===== src/design/tes_pkg.sv =====
// ----------------------------------------------------------------------------
// tes_pkg: shared types and constants for the text encoding sniffer
// Verdict codes, byte-order-mark bytes, UTF-8 class masks and the item type.
// ----------------------------------------------------------------------------
package tes_pkg;

  typedef enum logic [2:0] {
    KIND_ASCII   = 3'd0,
    KIND_UTF8    = 3'd1,
    KIND_UTF16BE = 3'd2,
    KIND_UTF16LE = 3'd3,
    KIND_UNKNOWN = 3'd4
  } kind_t;

  // byte-order-mark bytes
  localparam logic [7:0] BOM8_B0  = 8'hEF;
  localparam logic [7:0] BOM8_B1  = 8'hBB;
  localparam logic [7:0] BOM8_B2  = 8'hBF;
  localparam logic [7:0] BOM16_FE = 8'hFE;
  localparam logic [7:0] BOM16_FF = 8'hFF;

  // UTF-8 byte classes
  localparam logic [7:0] ASCII_MAX  = 8'h7F;
  localparam logic [7:0] CONT_MASK  = 8'hC0;
  localparam logic [7:0] CONT_CODE  = 8'h80;
  localparam logic [7:0] LEAD2_MASK = 8'hE0;
  localparam logic [7:0] LEAD2_CODE = 8'hC0;
  localparam logic [7:0] LEAD3_MASK = 8'hF0;
  localparam logic [7:0] LEAD3_CODE = 8'hE0;
  localparam logic [7:0] LEAD4_MASK = 8'hF8;
  localparam logic [7:0] LEAD4_CODE = 8'hF0;

  // candidate bits for the byte-order marks
  localparam int CAND_UTF8 = 0;
  localparam int CAND_BE   = 1;
  localparam int CAND_LE   = 2;
  localparam logic [2:0] CAND_ALL = 3'b111;

  typedef struct packed {
    logic [7:0] data_byte;
    logic       byte_present;
    logic       end_of_message;
  } item_t;

  // held item towards the classifier, with its valid flag
  typedef struct packed {
    logic  valid;
    item_t item;
  } stage_t;

  typedef struct packed {
    logic  push;
    kind_t kind;
  } result_t;

endpackage


===== src/design/tes_if.sv =====
// ----------------------------------------------------------------------------
// tes_in_if / tes_out_if: valid-ready channels of the sniffer
// One byte item in, one verdict out.
// ----------------------------------------------------------------------------
interface tes_in_if;
  logic       valid;
  logic       ready;
  logic [7:0] data_byte;
  logic       byte_present;
  logic       end_of_message;

  modport source (output valid, output data_byte, output byte_present,
                  output end_of_message, input ready);
  modport sink   (input valid, input data_byte, input byte_present,
                  input end_of_message, output ready);
endinterface

interface tes_out_if;
  logic       valid;
  logic       ready;
  logic [2:0] encoding_kind;

  modport source (output valid, output encoding_kind, input ready);
  modport sink   (input valid, input encoding_kind, output ready);
endinterface


===== src/design/tes_in_stage.sv =====
// ----------------------------------------------------------------------------
// tes_in_stage: input register
// Holds one byte beat until the classifier takes it.
// ----------------------------------------------------------------------------
module tes_in_stage (
  input  logic            clk,
  input  logic            rst_n,
  tes_in_if.sink          in_ch,
  input  logic            take,
  output tes_pkg::stage_t stage
);
  import tes_pkg::*;

  logic  valid_r, valid_nxt;
  item_t item_r;

  // free when empty or emptied this cycle
  assign in_ch.ready = !valid_r || take;

  always_comb begin
    valid_nxt = valid_r;
    if (in_ch.valid && in_ch.ready) begin
      valid_nxt = 1'b1;
    end else if (take) begin
      valid_nxt = 1'b0;
    end
  end

  always_ff @(posedge clk) begin
    if (!rst_n) begin
      valid_r <= 1'b0;
    end else begin
      valid_r <= valid_nxt;
    end
  end

  always_ff @(posedge clk) begin
    if (in_ch.valid && in_ch.ready) begin
      item_r.data_byte      <= in_ch.data_byte;
      item_r.byte_present   <= in_ch.byte_present;
      item_r.end_of_message <= in_ch.end_of_message;
    end
  end

  assign stage.valid = valid_r;
  assign stage.item  = item_r;

endmodule


===== src/design/tes_classify.sv =====
// ----------------------------------------------------------------------------
// tes_classify: per-message mark tracking, UTF-8 check and verdict
// Updates the message state from the held byte and forms the verdict.
// ----------------------------------------------------------------------------
module tes_classify (
  input  logic             clk,
  input  logic             rst_n,
  input  tes_pkg::stage_t  stage,
  input  logic             out_space,
  output logic             take,
  output tes_pkg::result_t result
);
  import tes_pkg::*;

  logic [1:0] pos_r, pos_nxt;
  logic [2:0] cand_r, cand_nxt;
  logic [1:0] pend_r, pend_nxt;
  logic       nonascii_r, nonascii_nxt;
  logic       err_r, err_nxt;

  logic [1:0] pos_u;
  logic [2:0] cand_u;
  logic [1:0] pend_u;
  logic       nonascii_u, err_u;
  logic [7:0] b;
  kind_t      kind;

  // a closing beat needs room for its verdict
  assign take = stage.valid && (!stage.item.end_of_message || out_space);
  assign b    = stage.item.data_byte;

  always_comb begin
    pos_u      = pos_r;
    cand_u     = cand_r;
    pend_u     = pend_r;
    nonascii_u = nonascii_r;
    err_u      = err_r;
    if (stage.item.byte_present) begin
      unique case (pos_r)
        2'd0: begin
          if (b != BOM8_B0)  cand_u[CAND_UTF8] = 1'b0;
          if (b != BOM16_FE) cand_u[CAND_BE]   = 1'b0;
          if (b != BOM16_FF) cand_u[CAND_LE]   = 1'b0;
        end
        2'd1: begin
          if (b != BOM8_B1)  cand_u[CAND_UTF8] = 1'b0;
          if (b != BOM16_FF) cand_u[CAND_BE]   = 1'b0;
          if (b != BOM16_FE) cand_u[CAND_LE]   = 1'b0;
        end
        2'd2: begin
          if (b != BOM8_B2)  cand_u[CAND_UTF8] = 1'b0;
        end
        default: ;
      endcase
      if (pos_r != 2'd3) pos_u = pos_r + 2'd1;

      // sticky error freezes the UTF-8 state
      if (!err_r) begin
        if (pend_r != 2'd0) begin
          if ((b & CONT_MASK) != CONT_CODE) err_u = 1'b1;
          else pend_u = pend_r - 2'd1;
        end else if (b > ASCII_MAX) begin
          nonascii_u = 1'b1;
          priority if ((b & LEAD2_MASK) == LEAD2_CODE) pend_u = 2'd1;
          else if ((b & LEAD3_MASK) == LEAD3_CODE)     pend_u = 2'd2;
          else if ((b & LEAD4_MASK) == LEAD4_CODE)     pend_u = 2'd3;
          else                                         err_u  = 1'b1;
        end
      end
    end
  end

  always_comb begin
    priority if (cand_u[CAND_UTF8] && pos_u == 2'd3)    kind = KIND_UTF8;
    else if (pos_u[1] && cand_u[CAND_BE])               kind = KIND_UTF16BE;
    else if (pos_u[1] && cand_u[CAND_LE])               kind = KIND_UTF16LE;
    else if (err_u || pend_u != 2'd0)                   kind = KIND_UNKNOWN;
    else if (nonascii_u)                                kind = KIND_UTF8;
    else                                                kind = KIND_ASCII;
  end

  always_comb begin
    pos_nxt      = pos_r;
    cand_nxt     = cand_r;
    pend_nxt     = pend_r;
    nonascii_nxt = nonascii_r;
    err_nxt      = err_r;
    if (take) begin
      if (stage.item.end_of_message) begin
        pos_nxt      = 2'd0;
        cand_nxt     = CAND_ALL;
        pend_nxt     = 2'd0;
        nonascii_nxt = 1'b0;
        err_nxt      = 1'b0;
      end else begin
        pos_nxt      = pos_u;
        cand_nxt     = cand_u;
        pend_nxt     = pend_u;
        nonascii_nxt = nonascii_u;
        err_nxt      = err_u;
      end
    end
  end

  always_ff @(posedge clk) begin
    if (!rst_n) begin
      pos_r      <= 2'd0;
      cand_r     <= CAND_ALL;
      pend_r     <= 2'd0;
      nonascii_r <= 1'b0;
      err_r      <= 1'b0;
    end else begin
      pos_r      <= pos_nxt;
      cand_r     <= cand_nxt;
      pend_r     <= pend_nxt;
      nonascii_r <= nonascii_nxt;
      err_r      <= err_nxt;
    end
  end

  assign result.push = take && stage.item.end_of_message;
  assign result.kind = kind;

endmodule


===== src/design/tes_out_stage.sv =====
// ----------------------------------------------------------------------------
// tes_out_stage: two-entry result buffer
// Parts the classifier from the output handshake; space flag is decoded from the registered count.
// ----------------------------------------------------------------------------
module tes_out_stage (
  input  logic             clk,
  input  logic             rst_n,
  input  tes_pkg::result_t result,
  output logic             out_space,
  tes_out_if.source        out_ch
);
  import tes_pkg::*;

  localparam int          DEPTH = 2;
  localparam logic [1:0]  FULL  = 2'(DEPTH);

  kind_t      buf_r [DEPTH];
  logic       wr_ptr_r, wr_ptr_nxt;
  logic       rd_ptr_r, rd_ptr_nxt;
  logic [1:0] cnt_r, cnt_nxt;
  logic       pop;

  assign out_space          = cnt_r != FULL;
  assign out_ch.valid        = cnt_r != 2'd0;
  assign out_ch.encoding_kind = buf_r[rd_ptr_r];
  assign pop                = out_ch.valid && out_ch.ready;

  always_comb begin
    wr_ptr_nxt = wr_ptr_r;
    rd_ptr_nxt = rd_ptr_r;
    cnt_nxt    = cnt_r;
    if (result.push) wr_ptr_nxt = ~wr_ptr_r;
    if (pop)         rd_ptr_nxt = ~rd_ptr_r;
    unique case ({result.push, pop})
      2'b10:   cnt_nxt = cnt_r + 2'd1;
      2'b01:   cnt_nxt = cnt_r - 2'd1;
      default: cnt_nxt = cnt_r;
    endcase
  end

  always_ff @(posedge clk) begin
    if (!rst_n) begin
      wr_ptr_r <= 1'b0;
      rd_ptr_r <= 1'b0;
      cnt_r    <= 2'd0;
    end else begin
      wr_ptr_r <= wr_ptr_nxt;
      rd_ptr_r <= rd_ptr_nxt;
      cnt_r    <= cnt_nxt;
    end
  end

  always_ff @(posedge clk) begin
    if (result.push) buf_r[wr_ptr_r] <= result.kind;
  end

endmodule


===== src/design/text_encoding_sniffer_top.sv =====
// ----------------------------------------------------------------------------
// text_encoding_sniffer_top: byte-stream encoding sniffer
// Byte-order-mark detection and lax UTF-8 check, one verdict per message.
// ----------------------------------------------------------------------------
//  channel | dir | payload                                    | beat
//  in_ch   | in  | data_byte[7:0], byte_present, end_of_message | one byte
//  out_ch  | out | encoding_kind[2:0]                         | one verdict
//
//  One byte beat per clock while input ready is high; a closing beat passes through
//  the input register and then the two-entry result buffer on its way to the verdict.
//  Output stalls are absorbed by the buffer; input ready drops only when the
//  buffer is full and a closing beat is held.
//  Synchronous active-low reset clears all message state and both stages.
// ----------------------------------------------------------------------------
module text_encoding_sniffer_top (
  input  logic      clk,
  input  logic      rst_n,
  tes_in_if.sink    in_ch,
  tes_out_if.source out_ch
);
  import tes_pkg::*;

  stage_t  stage;
  result_t result;
  logic    take;
  logic    out_space;

  tes_in_stage u_in (
    .clk   (clk),
    .rst_n (rst_n),
    .in_ch (in_ch),
    .take  (take),
    .stage (stage)
  );

  tes_classify u_cls (
    .clk       (clk),
    .rst_n     (rst_n),
    .stage     (stage),
    .out_space (out_space),
    .take      (take),
    .result    (result)
  );

  tes_out_stage u_out (
    .clk       (clk),
    .rst_n     (rst_n),
    .result    (result),
    .out_space (out_space),
    .out_ch    (out_ch)
  );

endmodule


===== src/flat_wrapper.sv =====
// flat-port wrapper written by rule: the top's interface ports become plain ports
module text_encoding_sniffer_top_flat import tes_pkg::*;
  (clk, rst_n, in_ch_valid, in_ch_data_byte, in_ch_byte_present, in_ch_end_of_message, in_ch_ready, out_ch_valid, out_ch_encoding_kind, out_ch_ready);
  tes_in_if in_ch_i ();
  tes_out_if out_ch_i ();
  input  logic clk;
  input  logic rst_n;
  input wire logic [$bits(in_ch_i.valid)-1:0] in_ch_valid;
  input wire logic [$bits(in_ch_i.data_byte)-1:0] in_ch_data_byte;
  input wire logic [$bits(in_ch_i.byte_present)-1:0] in_ch_byte_present;
  input wire logic [$bits(in_ch_i.end_of_message)-1:0] in_ch_end_of_message;
  output wire logic [$bits(in_ch_i.ready)-1:0] in_ch_ready;
  output wire logic [$bits(out_ch_i.valid)-1:0] out_ch_valid;
  output wire logic [$bits(out_ch_i.encoding_kind)-1:0] out_ch_encoding_kind;
  input wire logic [$bits(out_ch_i.ready)-1:0] out_ch_ready;
  assign in_ch_i.valid = in_ch_valid;
  assign in_ch_i.data_byte = in_ch_data_byte;
  assign in_ch_i.byte_present = in_ch_byte_present;
  assign in_ch_i.end_of_message = in_ch_end_of_message;
  assign in_ch_ready = in_ch_i.ready;
  assign out_ch_valid = out_ch_i.valid;
  assign out_ch_encoding_kind = out_ch_i.encoding_kind;
  assign out_ch_i.ready = out_ch_ready;
  text_encoding_sniffer_top u_core (.clk(clk), .rst_n(rst_n), .in_ch(in_ch_i), .out_ch(out_ch_i));
endmodule

===== config.mk =====
export PLATFORM = sky130hd
export DESIGN_NAME = text_encoding_sniffer_top_flat
export DESIGN_NICKNAME = d
export VERILOG_FILES = /design/src/design/tes_pkg.sv /design/src/design/tes_if.sv /design/src/design/tes_in_stage.sv /design/src/design/tes_classify.sv /design/src/design/tes_out_stage.sv /design/src/design/text_encoding_sniffer_top.sv /design/src/flat_wrapper.sv
export SDC_FILE = /design/constraint.sdc
export NUM_CORES = 1
export LEC_CHECK = 0
export ABC_AREA = 1
export BUFFER_PORTS_ARGS = -buffer_cell sky130_fd_sc_hd__buf_2
export CORE_ASPECT_RATIO = 0.5
export CORE_UTILIZATION = 61
export CTS_CLUSTER_SIZE = 24
export DETAILED_ROUTE_END_ITERATION = 7
export MAX_ROUTING_LAYER = met4
export PLACE_DENSITY = 0.91
export SLEW_MARGIN = 15
export SYNTH_ARGS = -nofsm -noshare
export SYNTH_HDL_FRONTEND = slang
export SYNTH_SLANG_ARGS = --single-unit

===== constraint.sdc =====
create_clock -name clk -period 5.18 [get_ports clk]
set_input_delay 1.295 -clock clk [delete_from_list [all_inputs] [get_ports clk]]
set_output_delay 1.295 -clock clk [all_outputs]
set_load 0.005 [all_outputs]

==> results.toml <==
[synthesis]
synth-edff-count = 16
synth-async-reset-ratio = 0
synthesis.instances = 193
synth.net_count = 209
syn-cell-area_sq_um = 1587
post_synth_main_area_contributors = "edfxtp_1 (30%), dfxtp_1 (19%), nand2_1 (10%)"
synth_top_cell_area_share = 0.3028
synth-seq-area-share = 0.4921
yosys_warnings = 0
postSynthAreaPerCell_sq_um = 8.220
dominantRegCellSynth = "edfxtp_1"
ys_top_cells_by_count = "nand2_1 (43), inv_1 (23), a21oi_1 (17), nor2_1 (17), edfxtp_1 (16)"
yosysUniqueCellTypes = 24
netlist.top_cell.by_area = "edfxtp_1"
synth.most_common_cell = "nand2_1"
ys_seq_elements = 31

[placement]
place_congestion = 0.8754
placement.io_buffers = 18
place.detailed.instances = 245
dp_hpwl_mm = 2.152

[pwr]
ir_worst_vdd_uv = 266.8
areal_power_density_over_the_cells_nw_per_um2 = 298.8
fin_total_pwr_mw = 0.5399
power_leakage_nw = 0.8149

[grt]
grt_pass1_wl_mm = 5.016
grt_max_degree = 11
globalRouteOverflowTotal = 0
grt_usage = 0.2566
number_of_global_route_vias_before_repair = 1232
antenna_found_initial = 0

[timing]
final-setup-viol-count = 0
totalNegativeSetupSlack_ns = 0
timing_worst_slew_pin_value_ns = 0.3943
period_needed_ns = 2.409
rsz_0062_raised_after_global_routing = "false"
final-max-slew-violation-count = 0
timing.hold.ws_ns = 0.4544
part_of_the_cycle_the_worst_path_needs = 0.4651
worst_clock_skew_ns = 0.005842
hold_violations = 0
max_clock_freq_mhz = 415.1
slew_headroom = 0.7368

[detailed_routing]
dr_vias_cell = 5.079
routed_wirelength_mm = 2.813
drt_drc_violations_left = 0
vias = 1285
detail_route.wl_per_cell_microns = 11.12
drt_pass1_iterations = 4
first_iter_violations = 84
drt.antenna.violating_nets = 0

[worst_setup_path]
max_stage_delay_ns = 0.37
crit_slowest_cell = "dfxtp_1"
worstPathRequired_ns = 3.88
cp_max_fo = 3
worst_setup_path_start_kind = "register"
worstPathArrival_ns = 1.11
path_cells = "mux2_2 > buf_2"
setup.worst_path.end_class = "output pin"
worstSetupPathType = "reg2out"

[clock_tree]
cts-root-to-sink-buffers = 2
cts_root_buf = "clkbuf_8"
numCtsBuffers = 5
cts_repair_resize_count = 0
clock_slew_at_reported_path_ffs_ns = 0.07
cts_tree = "yes"
post_cts_hold_buffer_count = 0
numClockSinks = 31
clk-insertion-delay-late_ns = 0.28
htreeDepth = 2
cts_setup_buffers = 0

[layout]
fillCellCount = 159
final_cells = 253
antenna_cells_inserted = 0
multi_input_area_sq_um = 695.7
layout-drive-gt1-share = 0.2294
syn2layout_area_growth_pct = 13.88
area.sequential_sq_um = 780.7
finalNetCount = 233

[die]
fp.coreArea_sq_um = 2327
initial_utilization = 0.6817
die_h_microns = 38.06
floorplan.die.width_microns = 74.12
placementRows = 12
fp.dieArea_sq_um = 2821
pin_count = 19

[run]
drv_cap = 0

[run_status]
status = "completed"

[worst_hold_path]
worstHoldPathType = "reg2reg"
-- kinds of logic after synthesis --
logic type	Yosys count	share of synthesized area
mux	3	0.02129
buf+inv	29	0.06940
flops	31	0.4921
compound gates	32	0.1151
fa+ha+maj	2	0.01577
simple gates	96	0.2863
-- cell type report --
class                      instances  share of cell area
multi-input combinational        133              0.3850
clock inverter                     1            0.002770
tap                               35             0.02424
inverter                          28             0.05817
timing repair buffer              18             0.04986
clock buffer                       7             0.04778
sequential                        31              0.4321
-- sequential cells by signal (all words and copies together) (netlist names), named ones only --
| name | flops |
|---|---|
| u_core.u_in.valid_r | 1 |
| u_core.u_cls.pos_r | 2 |
| u_core.u_cls.err_r | 1 |
| u_core.u_in.stage | 10 |
| u_core.u_out.wr_ptr_r | 1 |
| u_core.u_cls.nonascii_r | 1 |
| u_core.u_out.buf_r | 6 |
| u_core.u_cls.pend_r | 2 |
| u_core.u_cls.cand_r | 3 |
| u_core.u_out.cnt_r | 2 |
| u_core.u_out.rd_ptr_r | 1 |
-- worst paths after layout --
check	startpoint	to	cells after the start	slack (ns)
hold / removal	u_core.u_out.rd_ptr_r	u_core.u_out.rd_ptr_r	1	0.45
hold reg to reg	u_core.u_out.rd_ptr_r	u_core.u_out.rd_ptr_r	1	0.45
setup reg to reg	u_core.u_in.stage[0]	u_core.u_out.cnt_r[1]	7	3.26
setup / recovery	register	out_ch_encoding_kind[1]	2	2.77
-- critical path, delay by kind of cell, from the launching register on --
kind / cells / cell delay (ns)
mux: 1 / 0.34
flops: 1 / 0.37
buf+inv: 1 / 0.13
-- cell usage in the layout (no fill, tap or decap), types with 3 or more instances in the layout --
cell type and n:
edfxtp_1 16, mux2_2 3, nor2_1 17, nand3_1 13, inv_1 23, dfxtp_1 15, a21oi_1 17, nand2_2 6
inv_2 5, nand4_1 4, clkbuf_8 6, nor2_2 4, nand2_1 43, buf_2 18, o21ai_0 9, nor3_1 3
o21ai_1 3
-- report_power, final --
group	switching [mW]	internal, mW	total, mW
clock	0.0846	0.107	0.192
sequential	0.0105	0.273	0.283
combinational	0.0402	0.0247	0.0649
-- metal layers --
layer	wire, microns	global-route usage
met5	0	-
met1	1341	0.2982
met3	198	0.08947
met2	1256	0.4273
met4	16	0.08173
-- stage by stage --
step           setup slack (ns)  area, sq um    util
6_report                  2.771         1807  0.7763
5_1_grt                   2.694         1807  0.7763
4_1_cts                   2.754         1807  0.7763
3_5_place_dp              2.763         1715  0.7371
3_3_place_gp              2.839         1715  0.7371
2_1_floorplan             2.975         1587       -
(Power assumes the default switching activity.)
